**src/rtl/clut_texel_fetch_top_macros.svh**
```systemverilog
// Assertion helpers shared by the texel fetch RTL.
// Each macro expects a clock named clk and an active-low reset named arst_n.
`ifndef CLUT_TEXEL_FETCH_TOP_MACROS_SVH
`define CLUT_TEXEL_FETCH_TOP_MACROS_SVH

// Same-cycle implication.
`define CTF_ASSERT_IMP(label, ante, cons, msg) \
	label: assert property (@(posedge clk) disable iff (!arst_n) (ante) |-> (cons)) \
		else $error(msg);

// Next-cycle implication.
`define CTF_ASSERT_NXT(label, ante, cons, msg) \
	label: assert property (@(posedge clk) disable iff (!arst_n) (ante) |=> (cons)) \
		else $error(msg);

`endif

```
**src/rtl/ctf_pkg.sv**
```systemverilog
// ----------------------------------------------------------------------------
// ctf_pkg
// Shared constants, codes and types of the palettized texel fetch unit.
// ----------------------------------------------------------------------------
package ctf_pkg;

	// Video memory geometry; both sizes must be powers of two.
	localparam int MEM_COLS  = 1024;
	localparam int MEM_ROWS  = 512;
	localparam int COL_W     = $clog2(MEM_COLS);
	localparam int ROW_W     = $clog2(MEM_ROWS);
	localparam int ADDR_W    = COL_W + ROW_W;
	localparam int MEM_DEPTH = MEM_COLS * MEM_ROWS;

	// Fixed field widths.
	localparam int U_W        = 10;
	localparam int V_W        = 9;
	localparam int WORD_W     = 16;
	localparam int COLOR_W    = 8;
	localparam int IDX_W      = 8;
	localparam int CFG_IDX_W  = 3;
	localparam int CFG_DATA_W = 10;

	// Adder widths wide enough for base plus offset and for the memory size.
	localparam int SUMX_W = (COL_W > U_W + 1) ? COL_W : U_W + 1;
	localparam int SUMY_W = (ROW_W > V_W + 1) ? ROW_W : V_W + 1;

	// Queue geometry (both queues hold two entries).
	localparam int Q_DEPTH = 2;
	localparam int QPTR_W  = 1;
	localparam int QCNT_W  = 2;

	localparam logic MODE_WRITE = 1'b0;
	localparam logic MODE_FETCH = 1'b1;

	localparam logic [1:0] DEPTH_IDX4   = 2'd0;
	localparam logic [1:0] DEPTH_IDX8   = 2'd1;
	localparam logic [1:0] DEPTH_DIRECT = 2'd2;
	localparam logic [1:0] DEPTH_NONE   = 2'd3;

	localparam logic [CFG_IDX_W-1:0] REG_TEX_BASE_X = 3'd0;
	localparam logic [CFG_IDX_W-1:0] REG_TEX_BASE_Y = 3'd1;
	localparam logic [CFG_IDX_W-1:0] REG_CLUT_X     = 3'd2;
	localparam logic [CFG_IDX_W-1:0] REG_CLUT_Y     = 3'd3;
	localparam logic [CFG_IDX_W-1:0] REG_TEX_DEPTH  = 3'd4;

	typedef enum logic [1:0] {
		CMD_WRITE  = 2'd0,
		CMD_DIRECT = 2'd1,
		CMD_IDX8   = 2'd2,
		CMD_IDX4   = 2'd3
	} cmd_kind_t;

	typedef struct packed {
		cmd_kind_t         kind;
		logic [COL_W-1:0]  col;
		logic [ROW_W-1:0]  row;
		logic [WORD_W-1:0] data;
		logic [1:0]        sub;
	} cmd_t;

	typedef struct packed {
		logic [U_W-1:0] tex_base_x;
		logic [V_W-1:0] tex_base_y;
		logic [U_W-1:0] clut_x;
		logic [V_W-1:0] clut_y;
		logic [1:0]     tex_depth;
	} cfg_t;

	// Handshake between the command queue and the back end.
	typedef struct packed {
		logic empty;
		cmd_t head;
	} cmdq_status_t;

endpackage

```
**src/rtl/ctf_outq.sv**
```systemverilog
// ----------------------------------------------------------------------------
// ctf_outq
// Two-entry result queue; expands the 1-5-5-5 color word at its head.
// ----------------------------------------------------------------------------
module ctf_outq (
	input  logic                        clk,
	input  logic                        arst_n,
	input  logic                        res_push,
	input  logic [ctf_pkg::WORD_W-1:0]  res_word,
	output logic                        res_full,
	output logic                        empty,
	input  logic                        pop,
	output logic [ctf_pkg::COLOR_W-1:0] red,
	output logic [ctf_pkg::COLOR_W-1:0] green,
	output logic [ctf_pkg::COLOR_W-1:0] blue,
	output logic [ctf_pkg::WORD_W-1:0]  raw_color
);
	import ctf_pkg::*;

	logic [WORD_W-1:0] q_mem_q [Q_DEPTH];
	logic [QPTR_W-1:0] wr_ptr_q;
	logic [QPTR_W-1:0] rd_ptr_q;
	logic [QCNT_W-1:0] cnt_q;
	logic              do_pop;

	assign res_full = (cnt_q == QCNT_W'(Q_DEPTH));
	assign empty    = (cnt_q == '0);
	assign do_pop   = pop && !empty;

	assign raw_color = q_mem_q[rd_ptr_q];
	assign red       = {raw_color[4:0], 3'b000};
	assign green     = {raw_color[9:5], 3'b000};
	assign blue      = {raw_color[14:10], 3'b000};

	always_ff @(posedge clk) begin
		if (res_push) begin
			q_mem_q[wr_ptr_q] <= res_word;
		end
	end

	always_ff @(posedge clk or negedge arst_n) begin
		if (!arst_n) begin
			wr_ptr_q <= '0;
			rd_ptr_q <= '0;
			cnt_q    <= '0;
		end else begin
			if (res_push) begin
				wr_ptr_q <= wr_ptr_q + 1'b1;
			end
			if (do_pop) begin
				rd_ptr_q <= rd_ptr_q + 1'b1;
			end
			case ({res_push, do_pop})
				2'b10:   cnt_q <= cnt_q + 1'b1;
				2'b01:   cnt_q <= cnt_q - 1'b1;
				default: cnt_q <= cnt_q;
			endcase
		end
	end

endmodule

```
**config.mk**
```make
export PLATFORM = sky130hd
export DESIGN_NAME = ctf_outq
export DESIGN_NICKNAME = d
export VERILOG_FILES = /design/src/rtl/clut_texel_fetch_top_macros.svh /design/src/rtl/ctf_pkg.sv /design/src/rtl/ctf_outq.sv
export SDC_FILE = /design/constraint.sdc
export NUM_CORES = 1
export LEC_CHECK = 0
export BUFFER_PORTS_ARGS = -buffer_cell sky130_fd_sc_hd__buf_4
export CAP_MARGIN = 20
export CORE_ASPECT_RATIO = 1.1
export CORE_MARGIN = 10
export CORE_UTILIZATION = 45
export DETAILED_ROUTE_END_ITERATION = 16
export GPL_ROUTABILITY_DRIVEN = 0
export PLACE_DENSITY = 0.75
export SLEW_MARGIN = 5
export SYNTH_ARGS = -nofsm -noshare
export SYNTH_HDL_FRONTEND = slang
export SYNTH_SLANG_ARGS = --single-unit
```
**constraint.sdc**
```tcl
create_clock -name clk -period 3.45 [get_ports clk]
set_input_delay 0.69 -clock clk [delete_from_list [all_inputs] [get_ports clk]]
set_output_delay 0.69 -clock clk [all_outputs]
set_load 0.01 [all_outputs]
```
==> results.py, run 1 <==
metrics = {
    "logic_synthesis": {
        "netlist_instances": 92,
        "yosys_warnings": 0,
        "synth_area_um2": 1580,
        "synth_area_per_cell_um2": 17.2,
        "seq_area_frac_synth": 0.670,
        "ys_ff_latch": 36,
        "yosysUniqueCellTypes": 16,
    },
    "timing": {
        "slew_headroom": 0.429,
        "hold_viol": 0,
        "fin_ws_ps": 939,
        "rsz0062_at_grt": "no",
        "fin_skew_ps": 3.87,
        "fin_crit_sh": 0.728,
        "final.setup.tns_ps": 0,
        "tightestPinTransition_ps": 857,
        "fmax_mhz": 398,
        "maxSlewViolCount": 0,
        "setup_viol": 0,
        "period_minus_slack_ps": 2510,
    },
    "drt": {
        "num_vias": 781,
        "vias_per_cell": 4.27,
        "wirelength_um": 2820,
        "post_drt_wl_per_cell_um": 15.4,
        "postRouteAntennaNets": 0,
        "drtPass1Iterations": 2,
        "drc": 0,
        "drt-initial-drc-count": 19,
    },
    "grt": {
        "grt_overflow": 0,
        "grt_pass1_vias": 898,
        "grt_max_degree": 18,
        "grtUsageTotal": 0.0959,
        "grt_pass1_wl_um": 4620,
        "antenna_found_initial": 0,
    },
    "critical_path": {
        "crit_family": "flip-flops",
        "startpoint_type": "register",
        "crit_path_max_fanout": 17,
        "cp.required_ps": 2760,
        "worstPathArrival_ps": 1820,
        "worstSetupPathType": "register to output port",
        "crit_buf_inv": 1,
        "endpoint_kind": "output port",
        "path_depth": 2,
        "crit_slowest_cell": "dfrtp_1",
        "path_cells": "mux2_2 -> buf_4",
        "worst_path_largest_cell_delay_ps": 910,
        "ff2ff_path_depth": 5,
    },
    "finish": {
        "area_growth_pct": 20.5,
        "layout_commonest_cell": "buf_4",
        "nets": 155,
        "diodes": 0,
        "fin_area_um2": 1910,
        "final_cell_mix": "53 x buf_4, 32 x edfxtp_1, 9 x mux2_4, 9 x conb_1, 7 x mux2_2",
        "drive_gt1_frac": 0.556,
        "final_util": 0.569,
    },
    "cts": {
        "cts_max_level": 2,
        "clkTransAtPathRegs_ps": 100,
        "cts_root_buf": "clkbuf_4",
        "cts_setup_buffers": 0,
        "cts_buffers": 5,
        "cts_tree": "yes",
        "clock_latency_ps": 320,
        "cts_resized": 0,
        "hold_buffers": 0,
        "cts.sinks": 36,
        "cts_buffer_depth": 2,
    },
    "power": {
        "leakage_nw": 0.808,
        "max-vdd-ir-drop_mv": 0.377,
        "p_per_area_nw_per_um2": 784,
    },
    "placement": {
        "pre_cts_slack_ps": 1260,
        "dpl_cell_area_um2": 1860,
        "hpwl_um": 2160,
        "portBuffers": 52,
    },
    "floorplan": {
        "fp.dieW_um": 76.6,
        "initial_core_util": 0.472,
        "core_area_um2": 3360,
        "fp-row-count": 22,
        "ios": 62,
        "die_area_um2": 6300,
        "dieHeight_um": 82.2,
    },
    "flow_run": {
        "max_cap_viol_count": 0,
    },
    "status": {
        "status": "complete, no violations",
    },
    "worst_hold_path": {
        "hp-class": "input port to async pin",
    },
}
-- per-stage QoR --
step           instances  hold slack [ps]  total power [mW]
2_1_floorplan        100              394              1.13
3_3_place_gp         175              469              1.31
4_1_cts              183              117              1.53
5_1_grt              183              106              1.60
3_5_place_dp         175              476              1.32
6_report             183              140              1.50
-- synthesized netlist by cell type (all sizes together) --
library cell,n,area share
and2,1,0.0040
and2b,1,0.0047
buf,26,0.13
conb,1,0.0024
dfrtp,4,0.063
edfxtp,32,0.61
ha,1,0.0079
inv,1,0.0024
mux2,16,0.14
nor2,3,0.0071
nor2b,1,0.0055
xnor2,2,0.011
xor2,3,0.017
-- area by class of cell --
type                    count  area [um^2]
fillers                   299         1450
multi-input cells          37          338
clock buffers               7         45.0
repair buffers             53          398
clock inverters             1         3.75
flip-flops and latches     36         1060
well taps                  48         60.1
inverters                   1         3.75
-- worst register-to-register path: cells and delay by family, from the launching register on --
kind,cells,cell delay [ps]
simple gates,3,400
fa+ha+maj,1,300
xor+xnor,1,180
flops,1,430
-- path summary, 6_finish.rpt --
check / start / to / slack [ps]
max: rd_ptr_q / blue[3] / 940
min: arst_n / rd_ptr_q / 140
max reg2reg: cnt_q[0] / cnt_q[1] / 2060
min reg2reg: wr_ptr_q / wr_ptr_q / 490
max in group asynchronous: arst_n / cnt_q[1] / 3210
min in group clk: wr_ptr_q / wr_ptr_q / 490
-- power by group --
group | total, mW | internal, mW | switching [mW]
logic | 0.629 | 0.360 | 0.269
clock network | 0.200 | 0.0783 | 0.122
registers | 0.667 | 0.585 | 0.0818
total | 1.50 | 1.02 | 0.473
-- state kept, by name (all words and copies together) (netlist names) --
name      flops
cnt_q         2
q_mem_q      32
rd_ptr_q      1
wr_ptr_q      1
-- per-layer routing --
metal,vias to the layer above,part of all wire,global-route usage
met3,7,0.088,0.0518
met1,363,0.35,0.0870
met2,36,0.54,0.176
li1,375,-,-
met5,-,0,0
met4,0,0.018,0.0446
-- cell families (layout without fill, tap and decap cells) --
| logic type | count (synthesis) | in the layout | synth area share |
|---|---|---|---|
| XOR/XNOR | 5 | 5 | 0.0277 |
| adder cells (fa/ha/maj) | 1 | 1 | 0.00790 |
| buffers and inverters | 27 | 62 | 0.136 |
| flip-flops | 36 | 36 | 0.670 |
| multiplexers | 16 | 16 | 0.135 |
| other | 1 | 9 | 0.00237 |
| AND/OR/NAND/NOR | 6 | 6 | 0.0213 |
(Power assumes the default switching activity.)
==> run 2, diff against run 1 <==
- CORE_UTILIZATION: 45 -> 43
- clock period: 3.45 -> 2.1 ns (I/O delays scaled with it)
==> run 2 against run 1 <==
Effect of this change:
- via count up 2.9%
- utilization shrank 1.4 points
- setup slack got worse by 730 ps
- final cell count grew 2.7%
- non-clock buffer count grew 3
- clock power grew to 2.9 times the previous value
- count of clock-buffer cells in the layout is 1 lower
- sequential share of layout area is 2.4 points lower
- sequential cell count stayed put
- routed wire length grew 7.7%
==> results.py, run 2 (synthesis gave the netlist of run 1 again) <==
metrics = {
    "status": {
        "status": "complete, no violations",
    },
    "floorplan": {
        "ios": 62,
        "fp.dieW_um": 77.9,
        "fp-row-count": 23,
        "die_area_um2": 6510,
        "core_area_um2": 3600,
        "dieHeight_um": 83.7,
        "initial_core_util": 0.440,
    },
    "drt": {
        "drc": 0,
        "drt-initial-drc-count": 23,
        "drtPass1Iterations": 4,
        "num_vias": 804,
        "wirelength_um": 3040,
        "vias_per_cell": 4.28,
        "post_drt_wl_per_cell_um": 16.1,
        "postRouteAntennaNets": 0,
    },
    "finish": {
        "area_growth_pct": 26.0,
        "final_util": 0.555,
        "instances_no_fill": 188,
        "top_regs": "q_mem_q (32), cnt_q (2)",
        "diodes": 0,
        "drive_gt1_frac": 0.572,
        "layout_commonest_cell": "buf_4",
        "nFillCells": 305,
        "top_register": "q_mem_q",
        "nets": 158,
        "final_cell_mix": "55 x buf_4, 32 x edfxtp_1, 9 x mux2_4, 9 x conb_1, 7 x mux2_2",
        "largest_register_ffs": 32,
    },
    "critical_path": {
        "crit_slowest_cell": "mux2_2",
        "worstSetupPathType": "register to output port",
        "reg2reg_slack_ps": 730,
        "startpoint_type": "register",
        "crit_path_frequent_cell": "buf_4",
        "crit_path_max_fanout": 16,
        "path_cells": "buf_4 -> mux2_2 -> buf_4",
        "worstPathArrival_ps": 1470,
        "endpoint_kind": "output port",
        "worst_path_largest_cell_delay_ps": 390,
        "crit_buf_inv": 2,
        "cp.required_ps": 1680,
        "crit_family": "buffers and inverters",
    },
    "timing": {
        "setup_viol": 0,
        "fmax_mhz": 528,
        "timing.hold.ws_ps": 319,
        "fin_skew_ps": 3.78,
        "final.setup.tns_ps": 0,
        "period_minus_slack_ps": 1890,
        "rsz0062_at_grt": "no",
        "maxSlewViolCount": 0,
        "fin_crit_sh": 0.902,
        "hold_viol": 0,
    },
    "grt": {
        "grt_max_degree": 17,
        "grtUsageTotal": 0.0954,
        "grt_overflow": 0,
        "antenna_found_initial": 0,
        "grt_pass1_wl_um": 4640,
        "grt_pass1_vias": 931,
    },
    "cts": {
        "cts_root_buf": "clkbuf_8",
        "clkTransAtPathRegs_ps": 70,
        "cts_setup_buffers": 0,
        "cts_tree": "yes",
        "cts.sinks": 36,
        "cts_resized": 0,
        "cts_buffers": 5,
        "clock_latency_ps": 280,
        "hold_buffers": 1,
        "cts_max_level": 2,
        "cts_buffer_depth": 2,
    },
    "power": {
        "max-vdd-ir-drop_mv": 0.751,
        "p_per_area_nw_per_um2": 1370,
        "leakage_nw": 0.851,
        "power_mw": 2.73,
    },
    "placement": {
        "hpwl_um": 2400,
        "dp_cells": 179,
        "portBuffers": 52,
    },
    "flow_run": {
        "max_cap_viol_count": 0,
    },
    "worst_hold_path": {
        "hp-class": "input port to register",
    },
}
-- run 2: cell count changes in the layout (fill, tap and decap cells not counted) --
cell | before | now
buf_4 | 53 | 55
dlygate4sd3_1 | 0 | 1
clkbuf_4 | 5 | 0
clkinv_1 | 1 | 0
clkbuf_8 | 0 | 5
clkbuf_1 | 2 | 1
bufinv_16 | 0 | 1
clkinv_2 | 0 | 1
-- run 2: final cells by class --
type,count,area (um^2),area share
timing repair buffer,56,423,0.212
inverter,1,3.75,0.00188
clock buffer,6,72.6,0.0364
clock inverter,2,35.0,0.0176
tap,50,62.6,0.0313
multi-input combinational,37,338,0.169
sequential,36,1060,0.532
-- run 2: metrics by stage --
step                      instance area [um^2]  worst slack (ps)
after floorplan                           1610               556
after CTS                                 2000               175
final                                     2000               206
after global routing                      2000               126
after detailed placement                  1880               485
after global placement                    1880               525
-- run 2: where the power goes --
group | total [mW] | internal (mW) | switching [mW]
clock network | 0.573 | 0.352 | 0.221
registers | 1.03 | 0.964 | 0.0631
logic | 1.13 | 0.607 | 0.526
total | 2.73 | 1.92 | 0.810
-- run 2: final timing paths --
path	from	end	depth (start not counted)
max in group asynchronous	arst_n	cnt_q[1]	2
max reg2reg	cnt_q[0]	cnt_q[1]	5
min	res_word[2]	q_mem_q[0][2]	1
min reg2reg	rd_ptr_q	rd_ptr_q	1
max	rd_ptr_q	raw_color[3]	3
min in group asynchronous	arst_n	rd_ptr_q	2
-- run 2: worst reg2reg max path: cells and delay by family, from the launching register on --
kind | cells | cell delay, ps
simple gates | 3 | 410
fa+ha+maj | 1 | 300
xor+xnor | 1 | 160
flops | 1 | 430
-- run 2: metal layers --
| metal | vias up | track usage | wire, um |
|---|---|---|---|
| met5 | - | 0 | 0 |
| met4 | 0 | 0.0615 | 87 |
| met3 | 9 | 0.0420 | 220 |
| met2 | 36 | 0.178 | 1750 |
| met1 | 380 | 0.0773 | 974 |
| li1 | 379 | - | - |
