$ cat src/rtl/clut_texel_fetch_top_macros.svh
// Assertion helpers shared by the texel fetch RTL.
// Each macro expects a clock named clk and an active-low reset named arst_n.
`ifndef CLUT_TEXEL_FETCH_TOP_MACROS_SVH
`define CLUT_TEXEL_FETCH_TOP_MACROS_SVH

// Same-cycle implication.
`define CTF_ASSERT_IMP(label, ante, cons, msg) \
	label: assert property (@(posedge clk) disable iff (!arst_n) (ante) |-> (cons)) \
		else $error(msg);

// Next-cycle implication.
`define CTF_ASSERT_NXT(label, ante, cons, msg) \
	label: assert property (@(posedge clk) disable iff (!arst_n) (ante) |=> (cons)) \
		else $error(msg);

`endif

$ cat src/rtl/ctf_pkg.sv
// ----------------------------------------------------------------------------
// ctf_pkg
// Shared constants, codes and types of the palettized texel fetch unit.
// ----------------------------------------------------------------------------
package ctf_pkg;

	// Video memory geometry; both sizes must be powers of two.
	localparam int MEM_COLS  = 1024;
	localparam int MEM_ROWS  = 512;
	localparam int COL_W     = $clog2(MEM_COLS);
	localparam int ROW_W     = $clog2(MEM_ROWS);
	localparam int ADDR_W    = COL_W + ROW_W;
	localparam int MEM_DEPTH = MEM_COLS * MEM_ROWS;

	// Fixed field widths.
	localparam int U_W        = 10;
	localparam int V_W        = 9;
	localparam int WORD_W     = 16;
	localparam int COLOR_W    = 8;
	localparam int IDX_W      = 8;
	localparam int CFG_IDX_W  = 3;
	localparam int CFG_DATA_W = 10;

	// Adder widths wide enough for base plus offset and for the memory size.
	localparam int SUMX_W = (COL_W > U_W + 1) ? COL_W : U_W + 1;
	localparam int SUMY_W = (ROW_W > V_W + 1) ? ROW_W : V_W + 1;

	// Queue geometry (both queues hold two entries).
	localparam int Q_DEPTH = 2;
	localparam int QPTR_W  = 1;
	localparam int QCNT_W  = 2;

	localparam logic MODE_WRITE = 1'b0;
	localparam logic MODE_FETCH = 1'b1;

	localparam logic [1:0] DEPTH_IDX4   = 2'd0;
	localparam logic [1:0] DEPTH_IDX8   = 2'd1;
	localparam logic [1:0] DEPTH_DIRECT = 2'd2;
	localparam logic [1:0] DEPTH_NONE   = 2'd3;

	localparam logic [CFG_IDX_W-1:0] REG_TEX_BASE_X = 3'd0;
	localparam logic [CFG_IDX_W-1:0] REG_TEX_BASE_Y = 3'd1;
	localparam logic [CFG_IDX_W-1:0] REG_CLUT_X     = 3'd2;
	localparam logic [CFG_IDX_W-1:0] REG_CLUT_Y     = 3'd3;
	localparam logic [CFG_IDX_W-1:0] REG_TEX_DEPTH  = 3'd4;

	typedef enum logic [1:0] {
		CMD_WRITE  = 2'd0,
		CMD_DIRECT = 2'd1,
		CMD_IDX8   = 2'd2,
		CMD_IDX4   = 2'd3
	} cmd_kind_t;

	typedef struct packed {
		cmd_kind_t         kind;
		logic [COL_W-1:0]  col;
		logic [ROW_W-1:0]  row;
		logic [WORD_W-1:0] data;
		logic [1:0]        sub;
	} cmd_t;

	typedef struct packed {
		logic [U_W-1:0] tex_base_x;
		logic [V_W-1:0] tex_base_y;
		logic [U_W-1:0] clut_x;
		logic [V_W-1:0] clut_y;
		logic [1:0]     tex_depth;
	} cfg_t;

	// Handshake between the command queue and the back end.
	typedef struct packed {
		logic empty;
		cmd_t head;
	} cmdq_status_t;

endpackage

$ cat src/rtl/ctf_front.sv
// ----------------------------------------------------------------------------
// ctf_front
// Accepts items, classifies them and computes the first memory address,
// then holds them in a two-entry command queue for the back end.
// ----------------------------------------------------------------------------
module ctf_front (
	input  logic                          clk,
	input  logic                          arst_n,
	input  ctf_pkg::cfg_t                 cfg,
	input  logic                          push,
	output logic                          full,
	input  logic                          mode,
	input  logic [ctf_pkg::U_W-1:0]       col,
	input  logic [ctf_pkg::V_W-1:0]       row,
	input  logic [ctf_pkg::WORD_W-1:0]    word_in,
	output ctf_pkg::cmdq_status_t         cmdq,
	input  logic                          cmd_pop
);
	import ctf_pkg::*;

	logic [U_W-1:0]    base_x;
	logic [V_W-1:0]    base_y;
	logic [U_W-1:0]    u_off;
	logic [SUMX_W-1:0] sum_x;
	logic [SUMY_W-1:0] sum_y;
	cmd_t              cmd_new;
	logic              do_push;

	cmd_t              q_mem_q [Q_DEPTH];
	logic [QPTR_W-1:0] wr_ptr_q;
	logic [QPTR_W-1:0] rd_ptr_q;
	logic [QCNT_W-1:0] cnt_q;

	always_comb begin
		base_x = '0;
		base_y = '0;
		u_off  = col;
		cmd_new.kind = CMD_WRITE;
		cmd_new.sub  = col[1:0];
		cmd_new.data = word_in;
		if (mode == MODE_FETCH) begin
			base_x = cfg.tex_base_x;
			base_y = cfg.tex_base_y;
			case (cfg.tex_depth)
				DEPTH_DIRECT: begin
					cmd_new.kind = CMD_DIRECT;
				end
				DEPTH_IDX8: begin
					cmd_new.kind = CMD_IDX8;
					u_off = col >> 1;
					cmd_new.sub = {1'b0, col[0]};
				end
				default: begin
					cmd_new.kind = CMD_IDX4;
					u_off = col >> 2;
				end
			endcase
		end
		// Reduction modulo the memory size is a plain truncation.
		sum_x = SUMX_W'(base_x) + SUMX_W'(u_off);
		sum_y = SUMY_W'(base_y) + SUMY_W'(row);
		cmd_new.col = sum_x[COL_W-1:0];
		cmd_new.row = sum_y[ROW_W-1:0];
	end

	assign full    = (cnt_q == QCNT_W'(Q_DEPTH));
	assign do_push = push && !full;

	assign cmdq.empty = (cnt_q == '0);
	assign cmdq.head  = q_mem_q[rd_ptr_q];

	always_ff @(posedge clk) begin
		if (do_push) begin
			q_mem_q[wr_ptr_q] <= cmd_new;
		end
	end

	always_ff @(posedge clk or negedge arst_n) begin
		if (!arst_n) begin
			wr_ptr_q <= '0;
			rd_ptr_q <= '0;
			cnt_q    <= '0;
		end else begin
			if (do_push) begin
				wr_ptr_q <= wr_ptr_q + 1'b1;
			end
			if (cmd_pop) begin
				rd_ptr_q <= rd_ptr_q + 1'b1;
			end
			case ({do_push, cmd_pop})
				2'b10:   cnt_q <= cnt_q + 1'b1;
				2'b01:   cnt_q <= cnt_q - 1'b1;
				default: cnt_q <= cnt_q;
			endcase
		end
	end

endmodule

$ cat config.mk
export PLATFORM = sky130hd
export DESIGN_NAME = ctf_front
export DESIGN_NICKNAME = d
export VERILOG_FILES = /design/src/rtl/clut_texel_fetch_top_macros.svh /design/src/rtl/ctf_pkg.sv /design/src/rtl/ctf_front.sv
export SDC_FILE = /design/constraint.sdc
export NUM_CORES = 1
export LEC_CHECK = 0
export BUFFER_PORTS_ARGS = -buffer_cell sky130_fd_sc_hd__buf_4
export CORE_UTILIZATION = 29
export CTS_CLUSTER_DIAMETER = 200
export DETAILED_ROUTE_END_ITERATION = 12
export PLACE_DENSITY = 0.52
export SLEW_MARGIN = 20
export SYNTH_ARGS = -nofsm -noshare
export SYNTH_HDL_FRONTEND = slang
export SYNTH_SLANG_ARGS = --single-unit
$ cat constraint.sdc
create_clock -name clk -period 3.6 [get_ports clk]
set_clock_uncertainty 0.15 [all_clocks]
set_input_delay 0.36 -clock clk [delete_from_list [all_inputs] [get_ports clk]]
set_output_delay 0.36 -clock clk [all_outputs]
set_load 0.05 [all_outputs]
==> results of run 1 <==
==> metrics by stage <==
stage	instances	instance area (µm²)
6_report	587	5390
5_1_grt	587	5390
4_1_cts	587	5390
3_5_place_dp	571	5090
3_3_place_gp	571	5090
2_1_floorplan	295	4110
==> how the worst max path moves through the flow <==
stage | slack, ns | from | endpoint
floorplan | 0.63 | cfg[0] | q_mem_q[0][36]$_DFFE_PP_
global placement | 0.27 | cfg[0] | q_mem_q[0][35]$_DFFE_PP_
detailed placement | 0.20 | cfg[0] | q_mem_q[1][35]$_DFFE_PP_
CTS | 0.56 | cfg[0] | q_mem_q[0][35]$_DFFE_PP_
global route | 0.36 | cfg[0] | q_mem_q[0][35]$_DFFE_PP_
finish | 0.53 | cfg[0] | q_mem_q[0][35]$_DFFE_PP_
==> kinds of logic (layout without fill, tap and decap cells) <==
group | after synthesis | in the layout | synth area share, %
AND/OR/NAND/NOR | 70 | 70 | 8.68
multiplexers | 39 | 39 | 10.7
XOR/XNOR | 21 | 21 | 4.48
adder cells (fa/ha/maj) | 24 | 24 | 7.68
flip-flops | 82 | 82 | 59.5
buffers and inverters | 21 | 133 | 1.92
AO/OA/AOI/OAI | 38 | 38 | 7.10
==> final cells by class <==
cell class | count | area, µm²
fillers | 1335 | 8440
clock buffers | 9 | 225
flip-flops and latches | 82 | 2440
well taps | 180 | 225
multi-input cells | 192 | 1600
clock inverters | 6 | 58.8
repair buffers | 105 | 791
inverters | 13 | 48.8
==> cell usage after synthesis, types with 5 or more instances <==
master / count
mux2_2: 39
nand2_1: 24
ha_1: 22
xor2_1: 5
xnor2_1: 16
inv_1: 13
nand3_1: 5
and2_1: 18
a21oi_1: 8
o21ai_0: 5
a32oi_1: 7
nor2_1: 11
edfxtp_1: 78
==> layer usage <==
layer | wire (µm) | global-route usage (%)
met5 | 0 | 0
met3 | 369 | 2.30
met4 | 174 | 6.48
met2 | 4030 | 19.1
met1 | 3900 | 15.7
==> flip-flops by register name, indices dropped and copies added (netlist names) <==
register  flops
rd_ptr_q      1
cnt_q         2
q_mem_q      78
wr_ptr_q      1
==> power by group <==
part           switching [W]  total (W)  internal, W
registers           0.000153    0.00150      0.00134
logic                0.00119    0.00183     0.000642
clock network       0.000350   0.000878     0.000528
total                0.00169    0.00420      0.00251
==> impl_metrics.env, run 1 <==
export IMPL_rsz0062_at_grt="no"
export IMPL_finalHoldWorstSlack_ns=0.0621
export IMPL_initial_core_util_pct=29.7
export IMPL_design_core_area_um2=13800
export IMPL_netlist_area_um2=4110
export IMPL_worst_endpoint_arrival_ns=3.04
export IMPL_route_final_wire_length_um=8470
export IMPL_std_cell_rows=43
export IMPL_worst_r2r_path_depth=4
export IMPL_numCtsBuffers=9
export IMPL_most_common_cell_after_layout_fill_and_taps_aside="buf_4"
export IMPL_detailedPlacementHpwl_um=6000
export IMPL_routabilityCongestion=0.813
export IMPL_cts_resized=0
export IMPL_timing_critical_path_cells="buf_4 > inv_1 > ha_1 > nand2b_1 > nand2_1 > a22o_1 > ha_1 > inv_1 > fa_1 > nand2b_1 > a21oi_1 > a21bo_2 > a21oi_1 > xnor2_1"
export IMPL_worst_path_max_fanout=9
export IMPL_die_width_um=121
export IMPL_timing_max_slew_rel_slack_pct=33.2
export IMPL_worst_slew_pin_slew_ns=1.00
export IMPL_yosys_area_top_type="edfxtp_1"
export IMPL_layout_drive_gt1_share_pct=41.0
export IMPL_vias_per_cell=4.51
export IMPL_fraction_of_the_yosys_area_taken_by_sequential_cells_pct=59.5
export IMPL_worstHoldPathType="in2reg"
export IMPL_syn_to_final_growth_pct=31.2
export IMPL_post_synth_main_area_contributors="edfxtp_1 (57%), mux2_2 (11%), ha_1 (6.7%), xnor2_1 (3.4%), and2_1 (2.7%)"
export IMPL_number_of_global_route_vias_before_repair=2555
export IMPL_p_per_area_nw_per_um2=780
export IMPL_synth_warnings=0
export IMPL_critical_path_depth=14
export IMPL_drcViolationCount=0
export IMPL_first_pass_grt_wire_length_um=13100
export IMPL_setup_tns_ns=0
export IMPL_timing_final_crit_share_pct=85.4
export IMPL_design_portCount=121
export IMPL_postSynthCellCount=295
export IMPL_hold_path_endpoint="q_mem_q[0][12]$_DFFE_PP_"
export IMPL_globalRoute_totalOverflow=0
export IMPL_most_common_layout_cells="buf_4 (104), edfxtp_1 (78), mux2_2 (39), nand2_1 (24), ha_1 (22)"
export IMPL_hold_path_startpoint="word_in[10]"
export IMPL_crit_path_end_kind="flop"
export IMPL_synth_async_reset_ratio_pct=4.88
export IMPL_grt_max_degree=41
export IMPL_clk_root_buffer_cell="clkbuf_16"
export IMPL_run_status="finished, final reports clean"
export IMPL_finalCoreUtilization_pct=39.0
export IMPL_route_antenna_remaining_nets=0
export IMPL_critPathRequiredTime_ns=3.57
export IMPL_path_buf_inv=3
export IMPL_total_routing_resource_utilization_after_global_routing_pct=12.1
export IMPL_leakagePower_nw=2.15
export IMPL_yosysTopAreaCellShare_pct=57.0
export IMPL_post_cts_setup_buffer_count=0
export IMPL_buffer_ports_inserted=101
export IMPL_post_synth_net_total=399
export IMPL_worst_skew_pair_late_latency_ns=0.33
export IMPL_cts_path_max_buffers=2
export IMPL_cpPeakStageDelay_ns=0.40
export IMPL_wl_per_cell_um=14.4
export IMPL_layout_min_cycle_time_ns=3.07
export IMPL_synth_enable_flop_cells=78
export IMPL_dp_slack_ns=0.204
export IMPL_r2r_setup_slack_ns=1.46
export IMPL_htree_num_levels=3
export IMPL_drv_cap=0
export IMPL_setup_violations=0
export IMPL_clk_transition_reported_paths_ns=0.06
export IMPL_drv_slew=0
export IMPL_fin_total_pwr_w=0.00420
export IMPL_regToRegStartpoint="cnt_q[0]$_DFFE_PN0P_"
export IMPL_final_setup_worst_slack_ns=0.525
export IMPL_vias=2648
export IMPL_hold_path_cell_count=1
export IMPL_vdd_ir_drop_max_mv=0.245
export IMPL_diodes=0
export IMPL_drt_first_pass_iters=4
export IMPL_dieHeight_um=121
export IMPL_finalHoldViolCount=0
export IMPL_postSynth_topFlopCell="edfxtp_1"
export IMPL_grt_antenna_before_repair=0
export IMPL_critical_path_slowest_cell="fa_1"
export IMPL_r2r_end="q_mem_q[0][31]$_DFFE_PP_"
export IMPL_design_final_nets=507
export IMPL_syn_mean_instance_area_um2=13.9
export IMPL_cts_hold_buffers_added=1
export IMPL_critical_path_top_delay_family="adder cells"
export IMPL_drt_iter0_markers=151
export IMPL_fmax_mhz=325
export IMPL_die_area_um2=14600
export IMPL_synth_cell_types=35
export IMPL_synth_seq_cells=82
export IMPL_cts_sinks=82
export IMPL_worst_setup_path_type="in2reg"
export IMPL_tritoncts="built"
export IMPL_worst_setup_path_start_kind="input port"
(Power assumes the default switching activity.)
==> inputs of run 2 (changes only) <==
- BUFFER_PORTS_ARGS: -buffer_cell sky130_fd_sc_hd__buf_4 -> -buffer_cell sky130_fd_sc_hd__clkbuf_2
==> impl_metrics.env, run 2 (synthesis results as in run 1) <==
export IMPL_cts_resized=0
export IMPL_vdd_ir_drop_max_mv=0.232
export IMPL_worst_slew_pin_slew_ns=1.00
export IMPL_most_common_layout_cells="clkbuf_2 (101), edfxtp_1 (78), mux2_2 (39), nand2_1 (24), ha_1 (22)"
export IMPL_worst_r2r_path_depth=4
export IMPL_cts_path_max_buffers=2
export IMPL_cts_hold_buffers_added=1
export IMPL_worst_path_max_fanout=9
export IMPL_place_inst=572
export IMPL_syn_to_final_growth_pct=25.3
export IMPL_first_pass_grt_wire_length_um=13400
export IMPL_dieHeight_um=121
export IMPL_critical_path_slowest_cell="ha_1"
export IMPL_clk_transition_reported_paths_ns=0.06
export IMPL_buffer_ports_inserted=101
export IMPL_worst_setup_path_type="in2reg"
export IMPL_design_core_area_um2=13800
export IMPL_setup_tns_ns=0
export IMPL_layout_min_cycle_time_ns=3.07
export IMPL_drv_slew=0
export IMPL_hold_path_cell_count=1
export IMPL_route_antenna_remaining_nets=0
export IMPL_route_final_wire_length_um=8500
export IMPL_design_portCount=121
export IMPL_regMostFlops="q_mem_q"
export IMPL_fmax_mhz=326
export IMPL_htree_num_levels=3
export IMPL_power_clock_fraction_pct=21.7
export IMPL_detailedPlacementHpwl_um=5950
export IMPL_vias_per_cell=4.51
export IMPL_diodes=0
export IMPL_worst_skew_pair_late_latency_ns=0.33
export IMPL_r2r_end="q_mem_q[0][30]$_DFFE_PP_"
export IMPL_routabilityCongestion=0.833
export IMPL_r2r_setup_slack_ns=1.41
export IMPL_worstHoldPathType="in2reg"
export IMPL_fin_total_pwr_w=0.00407
export IMPL_most_common_cell_after_layout_fill_and_taps_aside="clkbuf_2"
export IMPL_finalCoreUtilization_pct=37.2
export IMPL_worst_setup_path_start_kind="input port"
export IMPL_wl_per_cell_um=14.4
export IMPL_grt_max_degree=41
export IMPL_timing_final_crit_share_pct=85.3
export IMPL_finalHoldViolCount=0
export IMPL_timing_critical_path_cells="clkbuf_2 > inv_1 > ha_1 > nand2b_1 > nand2_1 > a22o_1 > ha_1 > inv_1 > fa_1 > nand2b_1 > a21oi_1 > a21bo_2 > a21oi_1 > xnor2_1"
export IMPL_std_cell_rows=43
export IMPL_regToRegStartpoint="cnt_q[0]$_DFFE_PN0P_"
export IMPL_rsz0062_at_grt="no"
export IMPL_hold_path_startpoint="word_in[13]"
export IMPL_cpPeakStageDelay_ns=0.39
export IMPL_layout_drive_gt1_share_pct=40.8
export IMPL_crit_path_end_kind="flop"
export IMPL_largest_register_ff_count=78
export IMPL_comb_power_share_pct=41.4
export IMPL_critPathRequiredTime_ns=3.58
export IMPL_initial_core_util_pct=29.7
export IMPL_timing_max_slew_rel_slack_pct=33.3
export IMPL_setup_violations=0
export IMPL_drcViolationCount=0
export IMPL_drt_first_pass_iters=4
export IMPL_run_status="finished, final reports clean"
export IMPL_sw_frac_of_total_pct=41.7
export IMPL_tritoncts="built"
export IMPL_clk_root_buffer_cell="clkbuf_16"
export IMPL_number_of_global_route_vias_before_repair=2587
export IMPL_total_routing_resource_utilization_after_global_routing_pct=12.2
export IMPL_globalRoute_totalOverflow=0
export IMPL_numCtsBuffers=9
export IMPL_switching_power_w=0.00170
export IMPL_p_per_area_nw_per_um2=790
export IMPL_leakagePower_nw=2.09
export IMPL_stdcell_count=589
export IMPL_cts_sinks=82
export IMPL_vias=2657
export IMPL_post_cts_setup_buffer_count=0
export IMPL_drv_cap=0
export IMPL_design_final_nets=508
export IMPL_die_area_um2=14600
export IMPL_drt_iter0_markers=132
export IMPL_worst_endpoint_arrival_ns=3.05
export IMPL_sequentialPowerShare_pct=36.9
export IMPL_grt_antenna_before_repair=0
export IMPL_internal_cell_power_w=0.00237
export IMPL_hold_path_endpoint="q_mem_q[0][15]$_DFFE_PP_"
export IMPL_die_width_um=121
export IMPL_largest_registers="q_mem_q: 78 flops, cnt_q: 2 flops"
[run 2: per-layer routing]
| metal | vias up | routed length [µm] | track usage (%) |
|---|---|---|---|
| li1 | 1307 | - | - |
| met1 | 1244 | 3890 | 15.9 |
| met2 | 93 | 3910 | 19.1 |
| met3 | 13 | 511 | 2.40 |
| met4 | 0 | 180 | 6.48 |
| met5 | - | 0 | 0 |
[run 2: cell type report]
type	count	area [µm²]
clock inverters	6	57.6
inverters	13	48.8
clock buffers	10	229
multi-input cells	192	1600
well taps	180	225
repair buffers	106	546
fillers	1338	8680
flip-flops and latches	82	2440
[run 2: worst max-delay path by stage]
| stage | cells past startpoint | endpoint | slack [ns] | start |
|---|---|---|---|---|
| floorplan | 12 | q_mem_q[0][36]$_DFFE_PP_ | 0.63 | cfg[0] |
| global route | 14 | q_mem_q[1][35]$_DFFE_PP_ | 0.32 | cfg[0] |
| finish | 14 | q_mem_q[1][35]$_DFFE_PP_ | 0.53 | cfg[0] |
| global placement | 14 | q_mem_q[0][35]$_DFFE_PP_ | 0.26 | cfg[0] |
| CTS | 14 | q_mem_q[1][35]$_DFFE_PP_ | 0.57 | cfg[0] |
| detailed placement | 14 | q_mem_q[1][35]$_DFFE_PP_ | 0.20 | cfg[0] |
[run 2: critical path, delay by kind of cell]
kind | cells | cell delay [ns]
AO/OA/AOI/OAI | 4 | 0.63
XOR/XNOR | 1 | 0.27
adder cells (fa/ha/maj) | 3 | 0.93
buffers and inverters | 3 | 0.23
AND/OR/NAND/NOR | 3 | 0.62
[run 2: power groups by stage]
stage	Clock, W	Sequential (W)	Combinational (W)
5_1_grt	0.000961	0.00153	0.00179
2_1_floorplan	0	0.00141	0.00139
3_5_place_dp	0	0.00153	0.00170
4_1_cts	0.000917	0.00151	0.00171
3_3_place_gp	0	0.00152	0.00170
6_report	0.000883	0.00150	0.00168
[run 2: metrics by stage]
stage / area (µm²) / setup WS [ns] / hold slack, ns
final: 5150 / 0.529 / 0.0659
after global routing: 5150 / 0.316 / 0.0547
after CTS: 5140 / 0.572 / 0.0508
after detailed placement: 4850 / 0.205 / 0.0275
after global placement: 4850 / 0.257 / 0.0217
after floorplan: 4110 / 0.632 / -0.0856
